**src/hw/rtl/sprq_pkg.sv**
```systemverilog
// Shared types, codes and sizes for the sortable priority ring queue.
package sprq_pkg;

   localparam int MaxEntries = 64;
   localparam int CountWidth = $clog2(MaxEntries + 1);
   localparam int CapWidth   = 7;
   localparam int CmpWidth   = (CountWidth > CapWidth) ? CountWidth : CapWidth;

   localparam logic [CapWidth-1:0] CapReset = CapWidth'(64);

   localparam logic [2:0] ActEnqueue = 3'd0;
   localparam logic [2:0] ActDequeue = 3'd1;
   localparam logic [2:0] ActPeek    = 3'd2;
   localparam logic [2:0] ActReduce  = 3'd3;
   localparam logic [2:0] ActSort    = 3'd4;

   localparam logic [1:0] StatusOk    = 2'd0;
   localparam logic [1:0] StatusFull  = 2'd1;
   localparam logic [1:0] StatusEmpty = 2'd2;

   localparam logic [2:0] CellHold   = 3'd0;
   localparam logic [2:0] CellLoad   = 3'd1;
   localparam logic [2:0] CellShift  = 3'd2;
   localparam logic [2:0] CellReduce = 3'd3;
   localparam logic [2:0] CellSort   = 3'd4;

   typedef struct packed {
      logic [2:0]         action;
      logic signed [31:0] entry_priority;
      logic [31:0]        entry_tag;
      logic signed [31:0] reduce_amount;
   } req_type;

   typedef struct packed {
      logic [1:0]         status;
      logic signed [31:0] head_priority;
      logic [31:0]        head_tag;
   } rsp_type;

   // Broadcast to every cell in the row.
   typedef struct packed {
      logic [2:0]         op;
      logic signed [31:0] new_priority;
      logic [31:0]        new_tag;
      logic signed [31:0] amount;
   } cell_ctrl_type;

   // Selects that differ from cell to cell.
   typedef struct packed {
      logic load_en;
      logic pair_en;
   } cell_sel_type;

endpackage

```
**src/hw/rtl/sprq_cell.sv**
```systemverilog
// One queue cell: holds a single (priority, tag) entry and trades it with its neighbors.
module sprq_cell (
   input  logic                   clock,
   input  sprq_pkg::cell_ctrl_type ctrl,
   input  sprq_pkg::cell_sel_type  sel,
   input  logic signed [31:0]     left_priority,
   input  logic [31:0]            left_tag,
   input  logic                   left_swap,
   input  logic signed [31:0]     right_priority,
   input  logic [31:0]            right_tag,
   output logic signed [31:0]     cell_priority,
   output logic [31:0]            cell_tag,
   output logic                   swap_right
);

   logic signed [31:0] pri_ff, pri_in;
   logic [31:0]        tag_ff, tag_in;

   // Swapping only on a strictly greater left entry keeps equal priorities in order.
   assign swap_right = sel.pair_en && (pri_ff > right_priority);

   always_comb begin
      pri_in = pri_ff;
      tag_in = tag_ff;
      case (ctrl.op)
         sprq_pkg::CellLoad: begin
            if (sel.load_en) begin
               pri_in = ctrl.new_priority;
               tag_in = ctrl.new_tag;
            end
         end
         sprq_pkg::CellShift: begin
            pri_in = right_priority;
            tag_in = right_tag;
         end
         sprq_pkg::CellReduce: begin
            pri_in = pri_ff - ctrl.amount;
         end
         sprq_pkg::CellSort: begin
            if (swap_right) begin
               pri_in = right_priority;
               tag_in = right_tag;
            end else if (left_swap) begin
               pri_in = left_priority;
               tag_in = left_tag;
            end
         end
         default: begin
            pri_in = pri_ff;
            tag_in = tag_ff;
         end
      endcase
   end

   always_ff @(posedge clock) begin
      pri_ff <= pri_in;
      tag_ff <= tag_in;
   end

   assign cell_priority = pri_ff;
   assign cell_tag      = tag_ff;

endmodule

```
**config.mk**
```make
export PLATFORM = sky130hd
export DESIGN_NAME = sprq_cell
export DESIGN_NICKNAME = d
export VERILOG_FILES = /design/src/hw/rtl/sprq_pkg.sv /design/src/hw/rtl/sprq_cell.sv
export SDC_FILE = /design/constraint.sdc
export NUM_CORES = 1
export LEC_CHECK = 0
export CORE_ASPECT_RATIO = 0.6
export CORE_MARGIN = 1.5
export CORE_UTILIZATION = 40
export DETAILED_ROUTE_END_ITERATION = 6
export DONT_BUFFER_PORTS = 1
export GPL_ROUTABILITY_DRIVEN = 0
export GPL_TIMING_DRIVEN = 0
export HOLD_SLACK_MARGIN = 0.08
export PLACE_DENSITY_LB_ADDON = 0.15
export SYNTH_ARGS = -nofsm -noshare
export SYNTH_HDL_FRONTEND = slang
export SYNTH_SLANG_ARGS = --single-unit
```
**constraint.sdc**
```tcl
create_clock -name clock -period 6.1 [get_ports clock]
set_input_delay 0.915 -clock clock [delete_from_list [all_inputs] [get_ports clock]]
set_output_delay 0.915 -clock clock [all_outputs]
set_load 0.01 [all_outputs]
```
==> summary.txt, run 1 <==
Upper clock frequency limit: 223 MHz
Pin count of the biggest net entering global routing: 25
Skew-Pair Late Insertion Delay: 0.33 ns
Reg2reg start: cell_priority[14]
Antenna diode instance count: 0
Run status: finished, final reports clean
Post-synthesis area per instance: 8.72 sq um
Number of cells in the finished layout apart from fillers: 905
Maximum number of buffers from clock root to sink: 2
CP endpoint kind: register
Layout Nets: 997
Antenna violations before repair: 0
Fin Hold WS: 0.773 ns
Cell area after synthesis: 5990 sq um
Start-to-end type of the worst setup path: primary input to register
Starting DRT DRC Count: 799
Detailed-route DRC error count: 0
Root buf cell: sky130_fd_sc_hd__clkbuf_16
Boundary pin count: 296
Fraction of registers with async set/reset: 0%
Rows: 34
Worst-case reg-to-reg path depth: 13
Initial Utilization: 41.2%
Worst supply voltage drop on vdd: 0.000155 V
Port-buffer cells: 0
TritonCTS buffer count: 9
Synth Instances: 687
#FFs+latches synth: 64
Final min period: 4.49 ns
Most common cell after layout, fill and taps aside: sky130_fd_sc_hd__inv_1
Class of the tightest hold or removal check: primary input to register
Global Route Usage Sum: 27.5%
Number of gates resized after CTS: 0
Flop-to-flop setup slack: 1.69 ns
DP Wirelength: 18000 microns
Final core occ: 45.5%
Total core area: 14500 sq um
Worst endpoint required time: 6.19 ns
Least-Margin Pin Slew: 0.978 ns
Area of the die: 15800 sq um
Overall die height: 97.8 microns
Aggregate global routing overflow: 0
Worst path arrival time: 4.57 ns
Global-route wire length before repair: 32400 microns
Critical Path Source Type: primary input
Post-route antenna net violation count: 0
Setup Viol. Count Final: 0
Final hold violations: 0
Number of unique standard cell types used by synthesis: 55
Power per cell area: 255 nW/um^2
Clock tree skew after final layout: 0.00836 ns
Share of the clock period used by the worst path: 73.6%
Final slew viol count: 0
Ratio of cells with drive above 1 in the final layout: 4.67%
Highest net fanout along the worst path: 11
Routed vias/inst: 6.31
TritonCTS clock tree: built
Layout area overhead: 10.6%
Launch point of the worst path: right_priority[15]
Count of maximum capacitance violations: 0
Most frequently used flop master after synthesis: sky130_fd_sc_hd__edfxtp_1
Hold buffer count at cts: 0
Number of vias in the routed layout: 5714
Routed length per placed instance: 24.9 microns
Register area share after synthesis: 32.1%
Number of synthesized flops with an enable pin: 64
Net Count, Synth: 982
Count of synthesis-stage warnings from yosys: 0
Relative max-transition margin: 34.0%
Total power: 1.69 mW
H-tree levels: 3
Detailed-routing iteration count for the pre-antenna-repair pass: 7
Reg2reg end: cell_tag[1]
Capture point of the worst path: cell_tag[1]
Leakage: 2.85 nW
X dimension of the die: 161 microns
Cells after DPL: 889
Wire length after detailed routing: 22500 microns
Top library cells by usage in the layout, fill and taps aside: sky130_fd_sc_hd__inv_1, sky130_fd_sc_hd__edfxtp_1, sky130_fd_sc_hd__ha_1
Unrepaired setup endpoints after global routing: no
Post-CTS clock slew at the launch and capture registers of the worst setup and hold paths: 0.07 ns
Clock Sink Count: 64
Setup bufs post-CTS: 0
Vias in the first global route: 5343
## cell families after synthesis
kind of cell,count (synthesis),share of synthesized area [%]
fa+ha+maj,64,13.5
flops,64,32.1
compound gates,255,29.4
buf+inv,141,9.27
simple gates,122,9.42
xor+xnor,28,4.09
mux,13,2.23
## worst max-delay path, cell delays in order
cell and delay, ns:
sky130_fd_sc_hd__inv_1 0.05, sky130_fd_sc_hd__ha_1 0.31, sky130_fd_sc_hd__nand4_1 0.26, sky130_fd_sc_hd__or4_1 0.52
sky130_fd_sc_hd__a21o_1 0.21, sky130_fd_sc_hd__o211ai_2 0.09, sky130_fd_sc_hd__a31oi_1 0.20, sky130_fd_sc_hd__mux2i_2 0.33
sky130_fd_sc_hd__buf_2 0.35, sky130_fd_sc_hd__inv_1 0.16, sky130_fd_sc_hd__o211ai_1 0.35, sky130_fd_sc_hd__o211ai_1 0.35
sky130_fd_sc_hd__buf_6 0.26, sky130_fd_sc_hd__buf_4 0.19
## worst min-delay path by stage
stage	startpoint	end	slack (ns)	depth (start not counted)
floorplan	cell_priority[31]	cell_priority[31]	0.85	3
finish	left_tag[7]	cell_tag[7]	0.77	2
CTS	left_tag[7]	cell_tag[7]	0.76	2
global placement	cell_priority[30]	cell_priority[30]	0.99	3
global route	left_tag[15]	cell_tag[15]	0.76	2
detailed placement	cell_priority[31]	cell_priority[31]	1.01	3
## through the flow
stage	setup slack, ns	TNS [ns]	cell area (sq um)
final	1.61	0	6630
after global routing	1.40	0	6630
after CTS	1.64	0	6630
after detailed placement	1.31	0	6300
after global placement	-0.296	-9.33	6240
after floorplan	1.39	0	5990
## synth_stat cells (all sizes together), types with 6 or more instances
library cell	number	area, sq um
nand3	6	30.0
nor2b	8	50.1
edfxtp	64	1920
nand2	34	128
a21o	10	75.1
o22ai	27	169
mux2i	13	134
xor2	11	96.3
clkbuf	24	90.1
a21oi	50	250
nor2	43	161
buf	9	60.1
o21ai	47	235
ha	63	788
inv	108	405
a22o	8	70.1
a31oi	7	43.8
o211ai	14	110
nand4	6	37.5
o21a	18	135
xnor2	17	149
a21boi	10	75.1
a222oi	33	330
nand2b	7	43.8
## metal layers
metal / up-vias / share of wire, % / wire, microns / global-route usage (%)
met5: - / 0 / 0 / 0
met4: 0 / 1.3 / 299 / 5.27
met3: 22 / 11 / 2490 / 9.13
met2: 352 / 44 / 9940 / 42.5
met1: 2728 / 43 / 9790 / 37.6
li1: 2612 / - / - / -
## registers in the layout, indices dropped and copies added (netlist names)
signal,count
cell_priority,32
cell_tag,32
## report_power, final
part / total (mW) / switching (mW) / internal, mW
Clock: 0.588 / 0.225 / 0.363
Sequential: 0.589 / 0.0497 / 0.539
Combinational: 0.514 / 0.305 / 0.208
Total: 1.69 / 0.580 / 1.11
## layout make-up
cell class / count / area [sq um]
multi-input cells: 482 / 3530
plain buffers: 33 / 150
flip-flops and latches: 64 / 1920
repair buffers: 4 / 46.3
clock inverters: 7 / 103
fillers: 1447 / 7920
inverters: 108 / 405
clock buffers: 9 / 225
well taps: 198 / 248
(Power assumes the default switching activity.)
==> inputs of run 2 (changes only) <==
Settings changed: ABC_AREA set to 1.
Clock period 6.1 ns to 3.81 ns, I/O delays scaled along.
==> run 2 against run 1 <==
Area after synthesis grew 18%. Design area rose by 17%. Via count grew 30%. Combinational power up 110%. Clock power increased by 46%. Sequential power is 66% higher. Critical endpoint is now swap_right. Global-route usage grew 0.24 points. Sequential share of layout area decreased by 4.2 points. Die area increased by 18%.
==> summary.txt, run 2 <==
Most common cell after layout, fill and taps aside: sky130_fd_sc_hd__nand2_1
Placed cell area: 7430 sq um (+18%)
Number of cells traversed by the worst hold path: 2 (unchanged)
Worst endpoint required time: 3.24 ns (-2.95 ns)
Setup Viol. Count Final: 0 (unchanged)
Cell area after synthesis: 7070 sq um (+18%)
TritonCTS buffer count: 9 (unchanged)
Final instance area: 7740 sq um (+17%)
Initial Utilization: 41.1% (-0.13 points)
Mux cell area share after synthesis: 0% (-2.2 points)
Xor and xnor area share after synthesis: 0.372% (-3.7 points)
Upper clock frequency limit: 292 MHz
Register area: 1920 sq um (unchanged)
Reg2reg start: cell_priority[15]
Clock Sink Count: 64 (unchanged)
Multi-input gate area: 4450 sq um (+26%)
Ratio of cells with drive above 1 in the final layout: 4.05% (-0.61 points)
DP Wirelength: 21700 microns (+20%)
Hold buffer count at cts: 0 (unchanged)
Capture point of the worst path: swap_right
Port-buffer cells: 0 (unchanged)
Most instantiated cells after synthesis: sky130_fd_sc_hd__nand2_1, sky130_fd_sc_hd__inv_1, sky130_fd_sc_hd__nand3_1, sky130_fd_sc_hd__o21ai_0
Most frequent cell after synthesis: sky130_fd_sc_hd__nand2_1
H-tree levels: 3 (unchanged)
Net Count, Synth: 1411 (+44%)
Number of unique standard cell types used by synthesis: 40 (-27%)
Worst path arrival time: 2.85 ns (-1.72 ns)
Post-synthesis area per instance: 6.34 sq um (-27%)
Final min period: 3.42 ns
Total power: 2.93 mW (+73%)
Area of the die: 18500 sq um (+18%)
Pre-CTS setup slack: -0.0216 ns (-1.33 ns)
Register area share after synthesis: 27.2% (-4.9 points)
Reg2reg end: cell_priority[9]
Share of the synthesized area in the top cell type: 27.2% (-4.9 points)
Fraction of registers with async set/reset: 0% (unchanged)
Final slew viol count: 0 (unchanged)
Boundary pin count: 296 (unchanged)
Layout Nets: 1425 (+43%)
Number of gates resized after CTS: 0 (unchanged)
Synth Instances: 1116 (+62%)
X dimension of the die: 175 microns (+8.5%)
Most area-hungry cell type in the Yosys netlist: sky130_fd_sc_hd__edfxtp_1
Rows: 37 (+8.8%)
Flop-to-flop setup slack: 0.41 ns (-1.28 ns)
Start-to-end type of the worst setup path: register to primary output
Aggregate global routing overflow: 0 (unchanged)
Most frequently used flop master after synthesis: sky130_fd_sc_hd__edfxtp_1
Global-route wire length before repair: 39200 microns (+21%)
Worst setup slack after layout: 0.390 ns (-1.22 ns)
Share of the synthesized area in compound gates (AO/OA/AOI/OAI): 13.1% (-16 points)
Number of vias in the routed layout: 7456 (+30%)
Unrepaired setup endpoints after global routing: no
Post-route antenna net violation count: 0 (unchanged)
Top library cells by usage in the layout, fill and taps aside: sky130_fd_sc_hd__nand2_1, sky130_fd_sc_hd__inv_1, sky130_fd_sc_hd__nand3_1
Number of synthesized flops with an enable pin: 64 (unchanged)
Leakage: 3.73 nW (+31%)
Detailed-routing iteration count for the pre-antenna-repair pass: 5 (-2)
Total core area: 17200 sq um (+18%)
Highest net fanout along the worst path: 10 (-1)
Final hold violations: 0 (unchanged)
Setup total negative slack: 0 ns (unchanged)
Fin Hold WS: 0.430 ns (-0.343 ns)
Synth Area in Simple Gates: 37.7% (+28 points)
Final core occ: 44.9% (-0.60 points)
Routed vias/inst: 5.45 (-14%)
Starting DRT DRC Count: 700 (-12%)
Run status: finished, final reports clean
Maximum number of buffers from clock root to sink: 2 (unchanged)
Root buf cell: sky130_fd_sc_hd__clkbuf_16
Least-Margin Pin Slew: 0.921 ns (-0.0565 ns)
Number of fill cells in the layout: 1849 (+28%)
Clock tree skew after final layout: 0.0127 ns (+0.00438 ns)
Skew-Pair Late Insertion Delay: 0.34 ns (about the same)
TritonCTS clock tree: built
Count of synthesis-stage warnings from yosys: 0 (unchanged)
Layout area overhead: 9.45%
Post-CTS clock slew at the launch and capture registers of the worst setup and hold paths: 0.07 ns (about the same)
Wire length after detailed routing: 26200 microns (+17%)
Main combinational cell family by area after synthesis: simple AND/OR/NAND/NOR gates
Relative max-transition margin: 38.1% (+4.1 points)
Share of the clock period used by the worst path: 89.8%
Routed length per placed instance: 19.2 microns (-23%)
Critical Path Source Type: register
Antenna violations before repair: 0 (unchanged)
Worst-case reg-to-reg path depth: 13 (unchanged)
Class of the tightest hold or removal check: primary input to register
Detailed-route DRC error count: 0 (unchanged)
Top post-synthesis cells by area: sky130_fd_sc_hd__edfxtp_1, sky130_fd_sc_hd__nand2_1, sky130_fd_sc_hd__ha_1
Cells after DPL: 1352 (+52%)
Power per cell area: 378 nW/um^2 (+48%)
Setup bufs post-CTS: 0 (unchanged)
Pin count of the biggest net entering global routing: 31 (+24%)
Count of maximum capacitance violations: 0 (unchanged)
Vias in the first global route: 6856 (+28%)
Antenna diode instance count: 0 (unchanged)
Global Route Usage Sum: 27.7% (+0.24 points)
#FFs+latches synth: 64 (unchanged)
Launch point of the worst path: cell_priority[15]
Number of cells in the finished layout apart from fillers: 1369 (+51%)
Overall die height: 106 microns (+8.4%)
Arithmetic-cell share of the synthesized area counting full adders, half adders and majority gates: 11.4% (-2.1 points)
CP endpoint kind: primary output
Worst supply voltage drop on vdd: 0.000205 V (+32%)
-- run 2: per-layer routing --
layer  track usage (%)  part of all wire [%]
met1              42.3                    49
met2              37.4                    38
met3              8.37                    12
met4              5.86                   1.5
met5                 0                     0
-- run 2: kinds of logic (layout without fill, tap and decap cells) --
| family | count (synthesis) | in the layout |
|---|---|---|
| adders and majority gates | 64 | 64 |
| buffers and inverters | 179 | 198 |
| xor gates and xnor gates | 3 | 3 |
| and+or+nand+nor | 639 | 639 |
| DFF | 64 | 64 |
| AOI/OAI and AO/OA | 167 | 167 |
-- run 2: area by class of cell --
class	instances	area share, %
buffer	33	2.17
inverter	146	7.11
timing repair buffer	3	0.873
tap	234	3.78
sequential	64	24.8
multi-input combinational	873	57.5
clock inverter	6	0.776
clock buffer	10	2.96
-- run 2: how the worst min path moves through the flow --
| stage | start | endpoint |
|---|---|---|
| final | ctrl[69] | cell_priority[5] |
| after global routing | ctrl[69] | cell_priority[5] |
| after CTS | ctrl[69] | cell_priority[5] |
| after detailed placement | ctrl[64] | cell_priority[0] |
| after global placement | ctrl[68] | cell_priority[4] |
| after floorplan | ctrl[32] | cell_tag[0] |
-- run 2: critical path, cell delays in order (launching register included) --
cell	delay (ns)
sky130_fd_sc_hd__edfxtp_1	0.48
sky130_fd_sc_hd__ha_1	0.34
sky130_fd_sc_hd__nand2_1	0.14
sky130_fd_sc_hd__nor3_2	0.42
sky130_fd_sc_hd__nand2_1	0.14
sky130_fd_sc_hd__nand2_1	0.08
sky130_fd_sc_hd__nand2_1	0.08
sky130_fd_sc_hd__nand3_2	0.20
sky130_fd_sc_hd__nand3_4	0.19
sky130_fd_sc_hd__inv_4	0.18
sky130_fd_sc_hd__buf_4	0.25
-- run 2: power by group --
part | leakage [nW] | internal [mW] | switching (mW)
Sequential | 0.614 | 0.879 | 0.0979
Combinational | 2.98 | 0.363 | 0.729
Clock | 0.140 | 0.505 | 0.353
Total | 3.73 | 1.75 | 1.18
